<file path="config.mk">
export PLATFORM = sky130hd
export DESIGN_NAME = hsv_to_rgb_converter_flat
export DESIGN_NICKNAME = d
export VERILOG_FILES = /design/src/hdl/hsv2rgb_pkg.sv /design/src/hdl/hsv2rgb_if.sv /design/src/hdl/hsv2rgb_lane.sv /design/src/hdl/hsv_to_rgb_converter.sv /design/src/flat_wrapper.sv
export SDC_FILE = /design/constraint.sdc
export NUM_CORES = 2
export LEC_CHECK = 0
export ABC_AREA = 1
export BUFFER_PORTS_ARGS = -buffer_cell sky130_fd_sc_hd__buf_2
export CAP_MARGIN = 15
export CORE_MARGIN = 4
export CORE_UTILIZATION = 45
export CTS_BUF_LIST = sky130_fd_sc_hd__clkbuf_8
export CTS_CLUSTER_DIAMETER = 100
export DETAILED_ROUTE_END_ITERATION = 7
export GPL_TIMING_DRIVEN = 0
export SETUP_SLACK_MARGIN = 0.1
export SLEW_MARGIN = 20
export SYNTH_ARGS = -nofsm -noshare
export SYNTH_HDL_FRONTEND = slang
export SYNTH_SLANG_ARGS = --single-unit
export TNS_END_PERCENT = 1
</file>
<file path="constraint.sdc">
create_clock -name clock -period 18.1 [get_ports clock]
set_input_delay 2.715 -clock clock [delete_from_list [all_inputs] [get_ports clock]]
set_output_delay 2.715 -clock clock [all_outputs]
set_load 0.03 [all_outputs]
</file>
<file path="src/hdl/hsv2rgb_pkg.sv">
// ----------------------------------------------------------------------------
// HSV to RGB converter package
// Shared constants, widths and the hue sector type.
// ----------------------------------------------------------------------------
package hsv2rgb_pkg;

   // default full scale of the incoming hue, saturation and value
   localparam int SCALE_DEFAULT = 1000;

   // raw field width of a request
   localparam int RAW_W = 32;

   // output ranges
   localparam int HUE_RANGE  = 360;
   localparam int FULL_LEVEL = 255;
   localparam int BASE_SHIFT = 8;

   // hue sectors
   localparam int SECTOR_WIDTH = 60;
   localparam int SECTORS      = HUE_RANGE / SECTOR_WIDTH;

   // derived widths
   localparam int HUE_W    = $clog2(HUE_RANGE);
   localparam int LEVEL_W  = $clog2(FULL_LEVEL + 1);
   localparam int OFFSET_W = $clog2(SECTOR_WIDTH + 1);
   localparam int SECT_W   = $clog2(SECTORS);
   localparam int PROD_W   = LEVEL_W + OFFSET_W;

   // exact division by the sector width for products below 2**PROD_W
   localparam int DIV60_SHIFT = 20;
   localparam int DIV60_MULT  = ((2 ** DIV60_SHIFT) + SECTOR_WIDTH - 1) / SECTOR_WIDTH;
   localparam int DIV60_W     = $clog2(DIV60_MULT + 1);

   typedef enum logic [SECT_W-1:0] {
      SECTOR_RED_YELLOW,
      SECTOR_YELLOW_GREEN,
      SECTOR_GREEN_CYAN,
      SECTOR_CYAN_BLUE,
      SECTOR_BLUE_MAGENTA,
      SECTOR_MAGENTA_RED
   } sector_type;

endpackage

</file>
<file path="src/hdl/hsv2rgb_if.sv">
// ----------------------------------------------------------------------------
// HSV to RGB converter channels
// Valid/ready request and response channels with their payload.
// ----------------------------------------------------------------------------
interface hsv2rgb_req_if;
   logic                                 valid;
   logic                                 ready;
   logic signed [hsv2rgb_pkg::RAW_W-1:0] hue_in;
   logic signed [hsv2rgb_pkg::RAW_W-1:0] saturation_in;
   logic signed [hsv2rgb_pkg::RAW_W-1:0] value_in;

   modport source (output valid, output hue_in, output saturation_in, output value_in,
                   input ready);
   modport sink   (input valid, input hue_in, input saturation_in, input value_in,
                   output ready);
endinterface

interface hsv2rgb_rsp_if;
   logic                               valid;
   logic                               ready;
   logic [hsv2rgb_pkg::LEVEL_W-1:0]    red;
   logic [hsv2rgb_pkg::LEVEL_W-1:0]    green;
   logic [hsv2rgb_pkg::LEVEL_W-1:0]    blue;
   logic                               chromatic;

   modport source (output valid, output red, output green, output blue, output chromatic,
                   input ready);
   modport sink   (input valid, input red, input green, input blue, input chromatic,
                   output ready);
endinterface

</file>
<file path="src/hdl/hsv2rgb_lane.sv">
// ----------------------------------------------------------------------------
// HSV to RGB rescale lane
// Clamps one raw field into 0..SCALE-1 and computes (x * FACTOR) / SCALE
// over three stages: clamp and scale, reciprocal multiply, correction.
// ----------------------------------------------------------------------------
module hsv2rgb_lane #(
   parameter int SCALE  = hsv2rgb_pkg::SCALE_DEFAULT,
   parameter int FACTOR = hsv2rgb_pkg::FULL_LEVEL,
   parameter int QW     = hsv2rgb_pkg::LEVEL_W
) (
   input  logic                                 clock,
   input  logic [2:0]                           enable,
   input  logic signed [hsv2rgb_pkg::RAW_W-1:0] raw_in,
   output logic [QW-1:0]                        quot
);
   import hsv2rgb_pkg::*;

   localparam int CW    = $clog2(SCALE);
   localparam int XW    = $clog2((SCALE - 1) * FACTOR + 1);
   localparam int K     = XW;
   localparam int RECIP = (2 ** K) / SCALE;
   localparam int RW    = K - CW + 2;
   localparam int PW    = XW + RW;

   logic [CW-1:0] clamped;
   logic [XW-1:0] scaled_in, scaled_ff;
   logic [PW-1:0] recip_prod;
   logic [QW-1:0] est_in, est_ff;
   logic [XW-1:0] est_x_ff;
   logic [XW-1:0] remainder;
   logic [QW-1:0] quot_in, quot_ff;

   // clamp into 0..SCALE-1 and apply the range factor
   always_comb begin
      if (raw_in[RAW_W-1]) begin
         clamped = '0;
      end else if (raw_in >= RAW_W'(SCALE)) begin
         clamped = CW'(SCALE - 1);
      end else begin
         clamped = raw_in[CW-1:0];
      end
      scaled_in = XW'(clamped) * XW'(FACTOR);
   end

   // quotient estimate, low by at most one
   always_comb begin
      recip_prod = PW'(scaled_ff) * PW'(RECIP);
      est_in     = recip_prod[K +: QW];
   end

   // one compare and subtract fixes the estimate
   always_comb begin
      remainder = est_x_ff - XW'(XW'(est_ff) * XW'(SCALE));
      quot_in   = (remainder >= XW'(SCALE)) ? est_ff + QW'(1) : est_ff;
   end

   always_ff @(posedge clock) begin
      if (enable[0]) begin
         scaled_ff <= scaled_in;
      end
      if (enable[1]) begin
         est_ff   <= est_in;
         est_x_ff <= scaled_ff;
      end
      if (enable[2]) begin
         quot_ff <= quot_in;
      end
   end

   assign quot = quot_ff;

endmodule

</file>
<file path="src/hdl/hsv_to_rgb_converter.sv">
// ----------------------------------------------------------------------------
// HSV to RGB converter
// Throughput: one request per cycle while responses are taken; a stalled
// response holds only the stages that carry data, so bubbles are squeezed
// out behind it.
// Reset is synchronous and clears the stage valid bits; data needs no reset.
// ----------------------------------------------------------------------------
module hsv_to_rgb_converter #(
   parameter int SCALE = hsv2rgb_pkg::SCALE_DEFAULT
) (
   input  logic          clock,
   input  logic          reset,
   hsv2rgb_req_if.sink   req_channel,
   hsv2rgb_rsp_if.source rsp_channel
);
   import hsv2rgb_pkg::*;

   localparam int STAGES = 6;

   logic [STAGES-1:0] valid_ff, valid_in, valid_prev;
   logic [STAGES:0]   stage_en;

   logic [HUE_W-1:0]   hue_q;
   logic [LEVEL_W-1:0] sat_q, val_q;

   logic [2*LEVEL_W-1:0] base_prod;
   logic [SECT_W-1:0]    sector_idx;
   logic [OFFSET_W-1:0]  offset;

   logic [LEVEL_W-1:0]  base3_ff, val3_ff;
   sector_type          sector3_ff;
   logic [OFFSET_W-1:0] off3_ff;
   logic                gray3_ff;

   logic [OFFSET_W-1:0] ramp_num;
   logic [PROD_W-1:0]   ramp_prod_in, ramp_prod4_ff;
   logic [LEVEL_W-1:0]  base4_ff, val4_ff;
   sector_type          sector4_ff;
   logic                gray4_ff;

   logic [PROD_W+DIV60_W-1:0] div_prod;
   logic [LEVEL_W-1:0]        ramp;
   logic [LEVEL_W-1:0]        red_in, green_in, blue_in;
   logic [LEVEL_W-1:0]        red_ff, green_ff, blue_ff;
   logic                      chromatic_ff;

   // stage enables: a stage moves when empty or when the next one moves
   always_comb begin
      stage_en[STAGES] = rsp_channel.ready;
      for (int i = STAGES - 1; i >= 0; i--) begin
         stage_en[i] = !valid_ff[i] || stage_en[i + 1];
      end
   end

   // valid bits travel with the data
   always_comb begin
      valid_prev = {valid_ff[STAGES-2:0], req_channel.valid};
      for (int i = 0; i < STAGES; i++) begin
         valid_in[i] = stage_en[i] ? valid_prev[i] : valid_ff[i];
      end
   end

   always_ff @(posedge clock) begin
      if (reset) begin
         valid_ff <= '0;
      end else begin
         valid_ff <= valid_in;
      end
   end

   assign req_channel.ready = stage_en[0];

   // stages 1 to 3: clamp and rescale each field
   hsv2rgb_lane #(.SCALE(SCALE), .FACTOR(HUE_RANGE), .QW(HUE_W)) u_hue_lane (
      .clock  (clock),
      .enable (stage_en[2:0]),
      .raw_in (req_channel.hue_in),
      .quot   (hue_q)
   );

   hsv2rgb_lane #(.SCALE(SCALE), .FACTOR(FULL_LEVEL), .QW(LEVEL_W)) u_sat_lane (
      .clock  (clock),
      .enable (stage_en[2:0]),
      .raw_in (req_channel.saturation_in),
      .quot   (sat_q)
   );

   hsv2rgb_lane #(.SCALE(SCALE), .FACTOR(FULL_LEVEL), .QW(LEVEL_W)) u_val_lane (
      .clock  (clock),
      .enable (stage_en[2:0]),
      .raw_in (req_channel.value_in),
      .quot   (val_q)
   );

   // stage 4: base level, sector and offset within the sector
   always_comb begin
      base_prod  = (2*LEVEL_W)'(LEVEL_W'(FULL_LEVEL) - sat_q) * (2*LEVEL_W)'(val_q);
      sector_idx = '0;
      for (int k = 1; k < SECTORS; k++) begin
         if (hue_q >= HUE_W'(k * SECTOR_WIDTH)) begin
            sector_idx = SECT_W'(k);
         end
      end
      offset = OFFSET_W'(hue_q - HUE_W'(HUE_W'(sector_idx) * HUE_W'(SECTOR_WIDTH)));
   end

   always_ff @(posedge clock) begin
      if (stage_en[3]) begin
         base3_ff   <= base_prod[BASE_SHIFT +: LEVEL_W];
         val3_ff    <= val_q;
         sector3_ff <= sector_type'(sector_idx);
         off3_ff    <= offset;
         gray3_ff   <= (sat_q == '0);
      end
   end

   // stage 5: ramp product, rising in even sectors and falling in odd ones
   always_comb begin
      case (sector3_ff)
         SECTOR_RED_YELLOW,
         SECTOR_GREEN_CYAN,
         SECTOR_BLUE_MAGENTA: begin
            ramp_num = off3_ff;
         end
         default: begin
            ramp_num = OFFSET_W'(SECTOR_WIDTH) - off3_ff;
         end
      endcase
      ramp_prod_in = PROD_W'(val3_ff - base3_ff) * PROD_W'(ramp_num);
   end

   always_ff @(posedge clock) begin
      if (stage_en[4]) begin
         ramp_prod4_ff <= ramp_prod_in;
         base4_ff      <= base3_ff;
         val4_ff       <= val3_ff;
         sector4_ff    <= sector3_ff;
         gray4_ff      <= gray3_ff;
      end
   end

   // stage 6: divide by the sector width and route the channels
   always_comb begin
      div_prod = (PROD_W+DIV60_W)'(ramp_prod4_ff) * (PROD_W+DIV60_W)'(DIV60_MULT);
      ramp     = div_prod[DIV60_SHIFT +: LEVEL_W] + base4_ff;
      if (gray4_ff) begin
         red_in   = val4_ff;
         green_in = val4_ff;
         blue_in  = val4_ff;
      end else begin
         case (sector4_ff)
            SECTOR_RED_YELLOW: begin
               red_in = val4_ff;  green_in = ramp;     blue_in = base4_ff;
            end
            SECTOR_YELLOW_GREEN: begin
               red_in = ramp;     green_in = val4_ff;  blue_in = base4_ff;
            end
            SECTOR_GREEN_CYAN: begin
               red_in = base4_ff; green_in = val4_ff;  blue_in = ramp;
            end
            SECTOR_CYAN_BLUE: begin
               red_in = base4_ff; green_in = ramp;     blue_in = val4_ff;
            end
            SECTOR_BLUE_MAGENTA: begin
               red_in = ramp;     green_in = base4_ff; blue_in = val4_ff;
            end
            default: begin
               red_in = val4_ff;  green_in = base4_ff; blue_in = ramp;
            end
         endcase
      end
   end

   always_ff @(posedge clock) begin
      if (stage_en[5]) begin
         red_ff       <= red_in;
         green_ff     <= green_in;
         blue_ff      <= blue_in;
         chromatic_ff <= !gray4_ff;
      end
   end

   assign rsp_channel.valid     = valid_ff[STAGES-1];
   assign rsp_channel.red       = red_ff;
   assign rsp_channel.green     = green_ff;
   assign rsp_channel.blue      = blue_ff;
   assign rsp_channel.chromatic = chromatic_ff;

endmodule

</file>
<file path="src/flat_wrapper.sv">
// flat-port wrapper written by rule: the top's interface ports become plain ports
module hsv_to_rgb_converter_flat import hsv2rgb_pkg::*;
#(
   parameter int SCALE = hsv2rgb_pkg::SCALE_DEFAULT
)
  (clock, reset, req_channel_valid, req_channel_hue_in, req_channel_saturation_in, req_channel_value_in, req_channel_ready, rsp_channel_valid, rsp_channel_red, rsp_channel_green, rsp_channel_blue, rsp_channel_chromatic, rsp_channel_ready);
  hsv2rgb_req_if req_channel_i ();
  hsv2rgb_rsp_if rsp_channel_i ();
  input  logic clock;
  input  logic reset;
  input wire logic [$bits(req_channel_i.valid)-1:0] req_channel_valid;
  input wire logic [$bits(req_channel_i.hue_in)-1:0] req_channel_hue_in;
  input wire logic [$bits(req_channel_i.saturation_in)-1:0] req_channel_saturation_in;
  input wire logic [$bits(req_channel_i.value_in)-1:0] req_channel_value_in;
  output wire logic [$bits(req_channel_i.ready)-1:0] req_channel_ready;
  output wire logic [$bits(rsp_channel_i.valid)-1:0] rsp_channel_valid;
  output wire logic [$bits(rsp_channel_i.red)-1:0] rsp_channel_red;
  output wire logic [$bits(rsp_channel_i.green)-1:0] rsp_channel_green;
  output wire logic [$bits(rsp_channel_i.blue)-1:0] rsp_channel_blue;
  output wire logic [$bits(rsp_channel_i.chromatic)-1:0] rsp_channel_chromatic;
  input wire logic [$bits(rsp_channel_i.ready)-1:0] rsp_channel_ready;
  assign req_channel_i.valid = req_channel_valid;
  assign req_channel_i.hue_in = req_channel_hue_in;
  assign req_channel_i.saturation_in = req_channel_saturation_in;
  assign req_channel_i.value_in = req_channel_value_in;
  assign req_channel_ready = req_channel_i.ready;
  assign rsp_channel_valid = rsp_channel_i.valid;
  assign rsp_channel_red = rsp_channel_i.red;
  assign rsp_channel_green = rsp_channel_i.green;
  assign rsp_channel_blue = rsp_channel_i.blue;
  assign rsp_channel_chromatic = rsp_channel_i.chromatic;
  assign rsp_channel_i.ready = rsp_channel_ready;
  hsv_to_rgb_converter #(.SCALE(SCALE)) u_core (.clock(clock), .reset(reset), .req_channel(req_channel_i), .rsp_channel(rsp_channel_i));
endmodule
</file>
==> metrics <==
# Post-CTS Setup Buffers 0; synth unique cells 60; Hold Path Cell Cnt 0; insertion delay of the later-clocked pin in the worst-skew pair 0.62 ns; vias in the first global route 25,000; Final GP Congestion 0.857; post-synthesis register bit count 239; Routed Antenna Nets 0; fin crit share 53.2%; global-route wire length before repair 117,000 µm; Remaining Overflow, GRT 0; dpl hpwl 57,900 µm; fin area 35,700 µm²; Nets 5,008; area leader, netlist ha_1; Vias 24,700; crit path cell chain buf_2, nor2_1, inv_1, nor2_1, inv_2, nor2_1, inv_1, nor2_1, inv_1, nor2_1, nand2_4, buf_16, buf_2; Hold WC Path Type reg -> reg; final hold viol count 0; I/O pin cnt 127; status finished clean; CTS tree done; RSZ-0062 raised after global routing no; Cell Rows 98; CP Launch Type input port; hold endpoint u_core.gray4_ff; Fin Clk Skew 0.0430 ns; share of layout cells above drive strength 1 6.28%; Post-Syn Area 32,900 µm²; Worst Reg-to-Reg Cells 27; WP data arrival 6.92 ns; die footprint 77,500 µm²; Avg Inst Size Synth 8.48 µm²; Routed WL 67,400 µm; CP max stage cell inv_1; drt first pass iters 5; synth-to-layout area growth 8.48%; Die W 278 µm; Worst path top cell family by delay buffers and inverters; f_max 104 MHz; FF/Latch Area 7120 µm²; post-DR wirelength/cell 13.4 µm; clk root buf clkbuf_8; Initial Util 45.7%; post-CTS sizing 0; Buf/Inv on CP 7; final cell count without fillers 5,041; antenna violations before repair 1; Vias/cell 4.91; fillers 7,020; flop-to-flop setup slack 11.93 ns; htree depth 2; most frequent cells in the layout inv_1, nand2_1, ha_1; largest net degree at the start of global routing 54; final setup fails 0; worst rel slew slack 31.9%; most common cell after layout, fill and taps aside inv_1; DRC Markers 0; Ys Warns 0; PortBufs 124; clock-pin slew on the worst setup and hold paths 0.06 ns; measured slew at the worst slew-check pin 1.02 ns; final max-slew violation count 0; core footprint 72,000 µm²; DR iter-0 viols 1,208; Die Ht 278 µm; cts bufs inserted 46; multi-input gate area in the final layout 22,300 µm²; cell mode on critical path nor2_1; Clock Sinks 239; Reg2Reg Capture Point u_core.u_val_lane.quot[6]; overall global routing resource usage 17.8%; CP peak stage delay 0.77 ns; Final min period 9.63 ns; Critical Path End Type output pin; worst-path fanout max 53; hold_buf cts 0; MaxCap Viol Count 0; WS Path Type in -> out; Inst Count DP 4,958; worst r2r src u_core.u_val_lane.est_ff[0]; Seq/Total Area, Yosys 21.6%; CP required 15.39 ns; Net Count, Synth 4,834; top area cells in the synthesized netlist ha_1, edfxtp_1, fa_1; post-synthesis instance total 3,882; setup tns final 0 ns; top cell type's share of synthesized area 21.3%; hold path start u_core.gray3_ff; Placed Instance Area 34,800 µm²; clock tree buffer depth 3; final hold slack 0.422 ns
==> cells in the mapped netlist, drive strengths merged <==
library cell,count
ha,561
buf,3
clkbuf,6
nand3b,8
and2,6
nand3,140
a41oi,1
o21a,1
o22ai,4
nor3,34
inv,913
xnor2,44
edfxtp,233
fa,291
o221ai,4
or2,4
a31oi,12
o31ai,8
a22o,1
xor2,124
o21ai,120
o41ai,1
a221oi,8
dfxtp,6
a21o,19
a22oi,5
o21bai,13
nor3b,1
nor2,270
a21boi,4
clkinv,2
nand2,711
o21ba,1
or3,1
nand4,68
a21oi,216
o211ai,6
a31o,1
o2111ai,11
nor4,19
a211oi,1
==> registers in the layout, indices dropped and copies added, names as in the netlist, 9 cells and up <==
| signal | flops |
|---|---|
| u_core.ramp_prod4_ff | 14 |
| u_core.u_hue_lane.quot | 9 |
| u_core.u_val_lane.scaled_ff | 18 |
| u_core.u_sat_lane.est_x_ff | 15 |
| u_core.u_val_lane.est_x_ff | 15 |
| u_core.u_hue_lane.est_ff | 9 |
| u_core.u_hue_lane.scaled_ff | 16 |
| u_core.u_sat_lane.scaled_ff | 18 |
| u_core.u_hue_lane.est_x_ff | 16 |
==> kinds of logic (layout without fill, tap and decap cells) <==
family	after synthesis	in the layout	synth area share [%]
xor gates and xnor gates	168	168	4.53
adders and majority gates	852	852	39.0
other	0	1	0
buffers and inverters	924	1132	10.6
AOI/OAI and AO/OA	437	437	7.65
DFF	239	239	21.6
and+or+nand+nor	1262	1262	16.6
==> routing by layer <==
metal | GRT usage [%] | up-vias | wire (µm)
li1 | - | 12800 | -
met5 | 0 | - | 0
met4 | 3.54 | 0 | 1100
met3 | 1.71 | 78 | 2020
met2 | 31.3 | 354 | 32500
met1 | 24.0 | 11500 | 31900
==> through the flow <==
stage	utilization (%)	worst slack [ns]
5_1_grt	49.6	7.97
4_1_cts	49.6	8.31
3_3_place_gp	48.2	6.60
6_report	49.6	8.47
2_1_floorplan	-	8.49
3_5_place_dp	48.3	8.34
==> final cells by class <==
class	count	area share, %
diodes	1	0.00701
well taps	950	3.33
clock buffers	47	1.81
flip-flops and latches	239	19.9
plain buffers	9	0.105
clock inverters	35	0.747
inverters	915	9.63
multi-input cells	2719	62.5
repair buffers	126	1.89
==> worst register-to-register path, stage by stage, from the launching register on <==
cell and delay [ns]:
edfxtp_1 0.60, fa_1 0.67, inv_1 0.07, fa_1 0.54, fa_1 0.46, fa_1 0.52
inv_1 0.04, ha_1 0.32, nand2_1 0.06, o21ai_0 0.36, nand4_1 0.14, o211ai_1 0.16
nand2_1 0.08, nand2_1 0.06, a21oi_1 0.06, xor2_1 0.15, ha_1 0.39, nand2_1 0.08
nor2_1 0.20, nand2_1 0.08, nor2_1 0.12, nor2_1 0.06, nand3_1 0.14, nand2_1 0.07
nor2_1 0.16, nand4_4 0.16, nand2_1 0.11, nand2_1 0.05
==> how the worst max path moves through the flow <==
stage | start | endpoint | slack [ns] | cells past startpoint
2_1_floorplan | rsp_channel_ready | req_channel_ready | 8.49 | 10
3_3_place_gp | rsp_channel_ready | req_channel_ready | 6.60 | 12
3_5_place_dp | rsp_channel_ready | req_channel_ready | 8.34 | 13
4_1_cts | rsp_channel_ready | req_channel_ready | 8.31 | 13
5_1_grt | rsp_channel_ready | req_channel_ready | 7.97 | 13
6_report | rsp_channel_ready | req_channel_ready | 8.47 | 13
Power is left out: the tool's default activity adds up to more than one toggle a clock period on the data nets, which glitch-free logic cannot reach.
